[src/rgb_frame_to_lcd_byte_stream_macros.svh]
// assertion macros shared by the lcd byte stream block
// expects clk and rst_n in the scope of each use
`ifndef RGB_FRAME_TO_LCD_BYTE_STREAM_MACROS_SVH
`define RGB_FRAME_TO_LCD_BYTE_STREAM_MACROS_SVH

// property holds on every edge outside reset
`define RFL_ASSERT(label, prop, msg) \
  label: assert property (@(posedge clk) disable iff (!rst_n) (prop)) else $error(msg);

// antecedent implies consequent in the next cycle
`define RFL_ASSERT_NEXT(label, ante, cons, msg) \
  label: assert property (@(posedge clk) disable iff (!rst_n) (ante) |=> (cons)) \
    else $error(msg);

`endif

[src/rfl_pkg.sv]
// types, constants and byte selection for the lcd byte stream block
// no dependencies
`timescale 1ns / 1ps

package rfl_pkg;

  typedef struct packed {
    logic [7:0] red;
    logic [7:0] green;
    logic [7:0] blue;
  } pixel_t;

  typedef struct packed {
    logic [7:0] out_byte;
    logic       is_data;
    logic       last_of_run;
  } beat_t;

  typedef struct packed {
    logic [8:0] width;
    logic [7:0] height;
  } cfg_t;

  typedef struct packed {
    logic        hdr;
    logic [15:0] color;
  } q_entry_t;

  localparam int COUNT_W = 17;

  localparam logic [8:0] WIDTH_RST  = 9'd320;
  localparam logic [7:0] HEIGHT_RST = 8'd240;

  localparam logic [7:0] RB_MASK = 8'hF8;
  localparam logic [7:0] G_MASK  = 8'hFC;

  localparam logic [7:0] CMD_COL_SET = 8'h2A;
  localparam logic [7:0] CMD_PAGE_SET = 8'h2B;
  localparam logic [7:0] CMD_MEM_WRITE = 8'h2C;

  // register indexes
  localparam logic REG_WIDTH  = 1'b0;
  localparam logic REG_HEIGHT = 1'b1;

  typedef logic [3:0] step_t;

  localparam step_t STEP_COL_CMD   = 4'd0;
  localparam step_t STEP_COL_S_HI  = 4'd1;
  localparam step_t STEP_COL_S_LO  = 4'd2;
  localparam step_t STEP_COL_E_HI  = 4'd3;
  localparam step_t STEP_COL_E_LO  = 4'd4;
  localparam step_t STEP_PAGE_CMD  = 4'd5;
  localparam step_t STEP_PAGE_S_HI = 4'd6;
  localparam step_t STEP_PAGE_S_LO = 4'd7;
  localparam step_t STEP_PAGE_E_HI = 4'd8;
  localparam step_t STEP_PAGE_E_LO = 4'd9;
  localparam step_t STEP_MEM_CMD   = 4'd10;
  localparam step_t STEP_PIX_HI    = 4'd11;
  localparam step_t STEP_PIX_LO    = 4'd12;

  function automatic logic [15:0] rgb565(input pixel_t p);
    logic [7:0] rc;
    logic [7:0] gc;
    rc = p.red & RB_MASK;
    gc = p.green & G_MASK;
    return {rc[7:3], gc[7:2], p.blue[7:3]};
  endfunction

  function automatic beat_t step_beat(input step_t step, input logic [15:0] color,
                                      input logic [15:0] col_end,
                                      input logic [15:0] page_end);
    beat_t b;
    b.out_byte    = 8'h00;
    b.is_data     = 1'b1;
    b.last_of_run = 1'b0;
    case (step)
      STEP_COL_CMD: begin
        b.out_byte = CMD_COL_SET;
        b.is_data  = 1'b0;
      end
      STEP_COL_E_HI:  b.out_byte = col_end[15:8];
      STEP_COL_E_LO:  b.out_byte = col_end[7:0];
      STEP_PAGE_CMD: begin
        b.out_byte = CMD_PAGE_SET;
        b.is_data  = 1'b0;
      end
      STEP_PAGE_E_HI: b.out_byte = page_end[15:8];
      STEP_PAGE_E_LO: b.out_byte = page_end[7:0];
      STEP_MEM_CMD: begin
        b.out_byte = CMD_MEM_WRITE;
        b.is_data  = 1'b0;
      end
      STEP_PIX_HI:    b.out_byte = color[15:8];
      STEP_PIX_LO: begin
        b.out_byte    = color[7:0];
        b.last_of_run = 1'b1;
      end
      default:        b.out_byte = 8'h00;
    endcase
    return b;
  endfunction

endpackage

[src/rfl_front.sv]
// front end: takes pixels, converts to rgb565 and tracks the frame position
// depends on rfl_pkg
`timescale 1ns / 1ps

module rfl_front (
  input  logic               clk,
  input  logic               rst_n,
  input  rfl_pkg::cfg_t      cfg,
  input  logic               in_valid,
  output logic               in_ready,
  input  rfl_pkg::pixel_t    in_pixel,
  input  logic               q_full,
  output logic               q_push,
  output rfl_pkg::q_entry_t  q_wdata
);
  import rfl_pkg::*;

  logic [COUNT_W-1:0] pixel_count_r, pixel_count_nxt;
  logic [COUNT_W-1:0] frame_len;
  logic [COUNT_W:0]   count_inc;

  assign in_ready      = !q_full;
  assign q_push        = in_valid && in_ready;
  assign q_wdata.hdr   = (pixel_count_r == '0);
  assign q_wdata.color = rgb565(in_pixel);

  assign frame_len = {8'd0, cfg.width} * {9'd0, cfg.height};
  assign count_inc = {1'b0, pixel_count_r} + 1'b1;

  always_comb begin
    pixel_count_nxt = pixel_count_r;
    if (q_push) begin
      if (count_inc >= {1'b0, frame_len}) begin
        pixel_count_nxt = '0;
      end else begin
        pixel_count_nxt = count_inc[COUNT_W-1:0];
      end
    end
  end

  always_ff @(posedge clk) begin
    if (!rst_n) begin
      pixel_count_r <= '0;
    end else begin
      pixel_count_r <= pixel_count_nxt;
    end
  end

endmodule

[src/rfl_queue.sv]
// small first-word-fall-through queue between front and back end
// depends on rfl_pkg
`timescale 1ns / 1ps

module rfl_queue #(
  parameter int DEPTH = 2
) (
  input  logic               clk,
  input  logic               rst_n,
  input  logic               push,
  input  rfl_pkg::q_entry_t  wdata,
  output logic               full,
  input  logic               pop,
  output logic               valid,
  output rfl_pkg::q_entry_t  rdata
);
  import rfl_pkg::*;

  localparam int PTR_W = (DEPTH > 1) ? $clog2(DEPTH) : 1;
  localparam int CNT_W = $clog2(DEPTH + 1);
  localparam logic [PTR_W-1:0] LAST_PTR = PTR_W'(DEPTH - 1);

  q_entry_t           mem [DEPTH];
  logic [PTR_W-1:0]   wr_ptr_r, wr_ptr_nxt;
  logic [PTR_W-1:0]   rd_ptr_r, rd_ptr_nxt;
  logic [CNT_W-1:0]   count_r, count_nxt;

  assign full  = (count_r == CNT_W'(DEPTH));
  assign valid = (count_r != '0);
  assign rdata = mem[rd_ptr_r];

  always_comb begin
    wr_ptr_nxt = wr_ptr_r;
    rd_ptr_nxt = rd_ptr_r;
    count_nxt  = count_r;
    if (push) begin
      wr_ptr_nxt = (wr_ptr_r == LAST_PTR) ? '0 : wr_ptr_r + 1'b1;
    end
    if (pop) begin
      rd_ptr_nxt = (rd_ptr_r == LAST_PTR) ? '0 : rd_ptr_r + 1'b1;
    end
    if (push && !pop) begin
      count_nxt = count_r + 1'b1;
    end else if (pop && !push) begin
      count_nxt = count_r - 1'b1;
    end
  end

  always_ff @(posedge clk) begin
    if (push) begin
      mem[wr_ptr_r] <= wdata;
    end
  end

  always_ff @(posedge clk) begin
    if (!rst_n) begin
      wr_ptr_r <= '0;
      rd_ptr_r <= '0;
      count_r  <= '0;
    end else begin
      wr_ptr_r <= wr_ptr_nxt;
      rd_ptr_r <= rd_ptr_nxt;
      count_r  <= count_nxt;
    end
  end

endmodule

[src/rfl_back.sv]
// back end: steps through header and pixel bytes into the output register
// depends on rfl_pkg and the assertion macro header
`timescale 1ns / 1ps

`include "rgb_frame_to_lcd_byte_stream_macros.svh"

module rfl_back (
  input  logic               clk,
  input  logic               rst_n,
  input  rfl_pkg::cfg_t      cfg,
  input  logic               q_valid,
  input  rfl_pkg::q_entry_t  q_rdata,
  output logic               q_pop,
  output logic               out_valid,
  input  logic               out_ready,
  output rfl_pkg::beat_t     out_beat
);
  import rfl_pkg::*;

  logic        busy_r, busy_nxt;
  step_t       step_r, step_nxt;
  step_t       cur_step;
  logic        out_valid_r, out_valid_nxt;
  beat_t       out_beat_r;
  beat_t       beat;
  logic        load;
  logic [15:0] col_end;
  logic [15:0] page_end;

  assign col_end  = {7'd0, cfg.width} - 16'd1;
  assign page_end = {8'd0, cfg.height} - 16'd1;

  assign cur_step = busy_r ? step_r : (q_rdata.hdr ? STEP_COL_CMD : STEP_PIX_HI);
  assign beat     = step_beat(cur_step, q_rdata.color, col_end, page_end);
  assign load     = q_valid && (!out_valid_r || out_ready);
  assign q_pop    = load && (cur_step == STEP_PIX_LO);

  always_comb begin
    busy_nxt      = busy_r;
    step_nxt      = step_r;
    out_valid_nxt = out_valid_r;
    if (out_ready) begin
      out_valid_nxt = 1'b0;
    end
    if (load) begin
      out_valid_nxt = 1'b1;
      if (cur_step == STEP_PIX_LO) begin
        busy_nxt = 1'b0;
      end else begin
        busy_nxt = 1'b1;
        step_nxt = cur_step + 1'b1;
      end
    end
  end

  always_ff @(posedge clk) begin
    if (!rst_n) begin
      busy_r      <= 1'b0;
      out_valid_r <= 1'b0;
    end else begin
      busy_r      <= busy_nxt;
      out_valid_r <= out_valid_nxt;
    end
  end

  always_ff @(posedge clk) begin
    step_r <= step_nxt;
    if (load) begin
      out_beat_r <= beat;
    end
  end

  assign out_valid = out_valid_r;
  assign out_beat  = out_beat_r;

  `RFL_ASSERT(a_busy_has_entry, !busy_r || q_valid, "sequencer busy with empty queue")
  `RFL_ASSERT(a_step_range, !busy_r || (step_r <= STEP_PIX_LO), "step beyond pixel low byte")
  `RFL_ASSERT_NEXT(a_pop_marks_last, q_pop, out_valid_r && out_beat_r.last_of_run,
                   "entry popped without a last beat")

endmodule

[src/rgb_frame_to_lcd_byte_stream.sv]
// channel   handshake          payload
// in_       in_valid/in_ready  in_pixel: red, green, blue
// out_      out_valid/out_ready out_beat: out_byte, is_data, last_of_run
// cfg       apb psel/penable   frame_width @0x0, frame_height @0x4
// one output byte per cycle while out_ready is high and the queue holds an entry: a pixel gives
// 2 bytes, 13 on the first of a frame; the byte sequencer in the back end sets that sequence; the front runs ahead
// by the queue depth, so input stalls only once the queue is full
// synchronous reset clears the counter, queue and output valid; registers
// return to 320 x 240
`timescale 1ns / 1ps

module rgb_frame_to_lcd_byte_stream #(
  parameter int QUEUE_DEPTH = 2
) (
  input  logic             clk,
  input  logic             rst_n,
  input  logic             in_valid,
  output logic             in_ready,
  input  rfl_pkg::pixel_t  in_pixel,
  output logic             out_valid,
  input  logic             out_ready,
  output rfl_pkg::beat_t   out_beat,
  input  logic             psel,
  input  logic             penable,
  input  logic             pwrite,
  input  logic [2:0]       paddr,
  input  logic [31:0]      pwdata,
  output logic [31:0]      prdata,
  output logic             pready
);
  import rfl_pkg::*;

  cfg_t      cfg_r, cfg_nxt;
  logic      wr_en;
  logic      q_full;
  logic      q_push;
  logic      q_pop;
  logic      q_valid;
  q_entry_t  q_wdata;
  q_entry_t  q_rdata;

  assign pready = 1'b1;
  assign wr_en  = psel && penable && pwrite && (paddr[1:0] == 2'b00);

  always_comb begin
    cfg_nxt = cfg_r;
    if (wr_en) begin
      case (paddr[2])
        REG_WIDTH:  cfg_nxt.width  = pwdata[8:0];
        REG_HEIGHT: cfg_nxt.height = pwdata[7:0];
        default:    cfg_nxt = cfg_r;
      endcase
    end
  end

  always_ff @(posedge clk) begin
    if (!rst_n) begin
      cfg_r.width  <= WIDTH_RST;
      cfg_r.height <= HEIGHT_RST;
    end else begin
      cfg_r <= cfg_nxt;
    end
  end

  always_comb begin
    prdata = 32'd0;
    if (paddr[1:0] == 2'b00) begin
      case (paddr[2])
        REG_WIDTH:  prdata = {23'd0, cfg_r.width};
        REG_HEIGHT: prdata = {24'd0, cfg_r.height};
        default:    prdata = 32'd0;
      endcase
    end
  end

  rfl_front u_front (
    .clk      (clk),
    .rst_n    (rst_n),
    .cfg      (cfg_r),
    .in_valid (in_valid),
    .in_ready (in_ready),
    .in_pixel (in_pixel),
    .q_full   (q_full),
    .q_push   (q_push),
    .q_wdata  (q_wdata)
  );

  rfl_queue #(
    .DEPTH (QUEUE_DEPTH)
  ) u_queue (
    .clk   (clk),
    .rst_n (rst_n),
    .push  (q_push),
    .wdata (q_wdata),
    .full  (q_full),
    .pop   (q_pop),
    .valid (q_valid),
    .rdata (q_rdata)
  );

  rfl_back u_back (
    .clk       (clk),
    .rst_n     (rst_n),
    .cfg       (cfg_r),
    .q_valid   (q_valid),
    .q_rdata   (q_rdata),
    .q_pop     (q_pop),
    .out_valid (out_valid),
    .out_ready (out_ready),
    .out_beat  (out_beat)
  );

endmodule

[config.mk]
export PLATFORM = sky130hd
export DESIGN_NAME = rgb_frame_to_lcd_byte_stream
export DESIGN_NICKNAME = d
export VERILOG_FILES = /design/src/rfl_pkg.sv /design/src/rfl_front.sv /design/src/rfl_queue.sv /design/src/rfl_back.sv /design/src/rgb_frame_to_lcd_byte_stream.sv
export VERILOG_INCLUDE_DIRS = /design/src /design/src/src
export SDC_FILE = /design/constraint.sdc
export NUM_CORES = 1
export LEC_CHECK = 0
export BUFFER_PORTS_ARGS = -buffer_cell sky130_fd_sc_hd__buf_2
export CAP_MARGIN = 20
export CORE_ASPECT_RATIO = 1.5
export CORE_UTILIZATION = 63
export CTS_CLUSTER_DIAMETER = 30
export DETAILED_ROUTE_END_ITERATION = 10
export GPL_ROUTABILITY_DRIVEN = 0
export GPL_TIMING_DRIVEN = 0
export PLACE_DENSITY = 0.87
export SYNTH_ARGS = -nofsm -noshare
export SYNTH_HDL_FRONTEND = slang
export SYNTH_SLANG_ARGS = --single-unit
[constraint.sdc]
create_clock -name clk -period 14.95 [get_ports clk]
set_input_delay 1.495 -clock clk [delete_from_list [all_inputs] [get_ports clk]]
set_output_delay 1.495 -clock clk [all_outputs]
set_load 0.02 [all_outputs]
==> impl_results.md <==
* Post-route cell area at 0.00829 mm²
* Sequential area share after synthesis at 0.304
* Number of antenna violations at the first check in global routing at 0
* GRT Total Usage at 0.294
* Path category of the worst min-delay check: flop to flop
* Sum of net half-perimeters after detailed placement at 12900 µm
* Rel. slew slack at 0.242
* RSZ-0062 raised after global routing: no
* TritonCTS sink count at 89
* Adder and majority gate portion of the synthesized area at 0.219
* Insertion delay to the later sink of the worst-skew pair at 0.35 ns
* Synthesized netlist cell count at 786
* Number of enable flip-flop cells after synthesis at 48
* CP startpoint kind: flop
* Worst vdd rail ir drop at 0.0530 mV
* Top area cells in the synthesized netlist: edfxtp_1 (19%), fa_1 (11%), dfxtp_1 (11%), ha_1 (11%), and2_1 (5.9%)
* Kind of capture point of the worst setup path: flop
* Number of setup buffers added after CTS at 0
* Area growth from synthesis to layout at 11.6%
* Synth area leader: edfxtp_1
* Congestion Overflow GR at 0
* Quantity of I/O buffers inserted on ports at 54
* Number of antenna-violating nets in the routed design at 0
* Clock Skews at 0.00981 ns
* FF+latch count, synth at 89
* Outcome: finished, final reports clean
* Highest Clock Rate at 142 MHz
* Layout cell share with drive strength beyond 1 at 0.132
* Max Cap Viol at 0
* Width of the chip at 90.7 µm
* Power per cell area at 83.7 mW/mm²
* Area enclosed by the die boundary at 0.0122 mm²
* Number of design rule violations left after detail routing at 0
* Worst-path fanout max at 10
* Placed cell area at 0.00799 mm²
* Area inside the core boundary at 0.0115 mm²
* Arrival time at the worst endpoint at 7.31 ns
* Final critical delay including setup and external delays at 7.06 ns
* Multiplexer share of the synthesized area at 0.0568
* Post-synthesis simple-gate area fraction at 0.185
* Deepest clock path buffer count at 2
* Async S/R FF share, synth at 0
* Syn Std Cell Area at 0.00743 mm²
* TritonCTS clock tree: yes
* Number of global-route vias before repair at 5939
* Share of Yosys cell area claimed by the top area cell type at 0.194
* Synth Area in Compound Gates at 0.0920
* Number of standard-cell rows in the floorplan at 48
* Final WL at 17400 µm
* H-tree lvl count at 3
* Ratio of final minimum period to clock period at 0.473
* Synth warnings at 0
* Leakage dissipation at 3.91 nW
* Overall via count from detail_route at 5967
* Library cells used by synthesis at 62
* DRC marker count from the first detailed-route iteration at 374
* Clk root buf: clkbuf_16
* I/O Pins at 111
* WL per Instance at 16.9 µm
* Required time worst endpoint at 15.20 ns
* Avg Synthesized Cell Area at 9.45 µm²
* Most used flip-flop cell after synthesis: edfxtp_1
* Setup TNS at 0 ns
* Layout net count at 1046
* Pins over their slew limit at 0
* Parity-gate share of the synthesized area counting xor and xnor cells at 0.0507
* Initial core utilization at 0.648
* Final setup fails at 0
* Hold Fails Final Rpt at 0
* Setup CP Type: flop to flop
* Number of resized instances in the post-cts repair step at 0
* Maximum number of pins on one net before global-route repair at 20
* Overall power consumption at 0.694 mW
* Die Span Y at 135 µm
* Number of diodes at 0
* Total CTS buffers at 9
* Worst Tran Pin Value at 1.13 ns
* Post-layout utilization of the core at 0.723
* Ratio of routed vias to standard cells at 5.79
* Wire length of the first global-routing pass at 28100 µm
* Combinational family with the most area after synthesis: adder cells
* Clock input transition at the sequential cells of the worst setup and hold paths at 0.07 ns
* Hold_buf cts at 0
* Number of iterations in the first detailed-routing pass at 9
routing by layer:
layer	vias to the layer above	track usage	wire length, µm
met5	-	0	0
li1	2790	-	-
met3	62	0.0349	792
met2	233	0.561	9800
met1	2882	0.303	6170
met4	0	0.180	686
registers in the layout (all words and copies together) (netlist names), named ones only:
name and flops:
u_queue.rd_ptr_r 1, u_back.step_r 4, u_back.out_valid 1, u_queue.count_r 2, u_back.busy_r 1, u_back.out_beat 10, u_front.pixel_count_r 17, u_queue.mem 34
cfg_r 17, u_queue.wr_ptr_r 1
critical path, cell delays in order (launching register included):
cell and delay [ns]:
dfxtp_1 0.45, clkbuf_1 0.45, and2_1 0.23, fa_1 0.43, fa_1 0.49, fa_1 0.55, inv_1 0.06, fa_1 0.56
inv_1 0.05, ha_1 0.37, and4_1 0.23, a211oi_1 0.24, o21ai_0 0.25, a31oi_1 0.32, o21ai_0 0.17, xnor2_1 0.16
ha_1 0.29, o21ai_0 0.09, or3_1 0.38, a21oi_1 0.54, buf_2 0.35, a211oi_1 0.07, a31o_2 0.21
path summary, 6_finish.rpt:
kind	startpoint	endpoint	slack (ns)	cells after the start
max	cfg_r[13]	u_front.pixel_count_r[15]	7.89	22
min	u_queue.count_r[1]	u_queue.count_r[1]	0.55	2
max reg2reg	cfg_r[13]	u_front.pixel_count_r[15]	7.89	22
min reg2reg	u_queue.count_r[1]	u_queue.count_r[1]	0.55	2
power breakdown:
| group | internal [mW] | leakage, nW | total, mW | switching (mW) |
|---|---|---|---|---|
| registers | 0.292 | 0.784 | 0.304 | 0.0118 |
| clock network | 0.119 | 0.149 | 0.229 | 0.110 |
| logic | 0.0600 | 2.98 | 0.162 | 0.102 |
Yosys cell counts (all sizes together), types with 21 or more instances:
cell	instances
xnor2	21
fa	42
mux2i	35
inv	89
buf	30
and2	71
edfxtp	48
clkbuf	30
nand2	57
nor2	43
dfxtp	41
ha	63
xor2	22
per-stage QoR:
stage / hold slack (ns) / std cells / worst slack [ns]
6_report: 0.554 / 1030 / 7.89
5_1_grt: 0.604 / 1030 / 7.52
3_5_place_dp: 0.546 / 1014 / 8.03
3_3_place_gp: 0.525 / 1012 / 8.11
2_1_floorplan: 0.491 / 808 / 8.93
4_1_cts: 0.557 / 1030 / 7.95
placed cells by master (no fill, tap or decap), types with 20 or more instances in the layout:
cell and instances:
nor2_1 43, fa_1 42, mux2i_1 35, a21oi_1 20, clkbuf_1 30, nand2_1 57
inv_1 89, dfxtp_1 41, xor2_1 22, and2_1 70, edfxtp_1 48, xnor2_1 21
ha_1 63, buf_2 58, buf_4 24, conb_1 24
cell type report:
| type | instances | area [µm²] |
|---|---|---|
| tap | 150 | 188 |
| multi-input combinational | 569 | 4580 |
| buffer | 60 | 335 |
| sequential | 89 | 2260 |
| timing repair buffer | 56 | 293 |
| clock buffer | 9 | 225 |
| inverter | 90 | 338 |
| fill | 830 | 3180 |
| clock inverter | 7 | 76.3 |
kinds of logic (layout without fill, tap and decap cells):
logic type | after synthesis | in the layout
and+or+nand+nor | 259 | 259
buffers and inverters | 150 | 222
muxes | 41 | 41
other | 2 | 24
DFF | 89 | 89
xor gates and xnor gates | 43 | 43
AOI/OAI and AO/OA | 97 | 97
adders and majority gates | 105 | 105
Note: power is estimated with default switching activity, not from simulation.
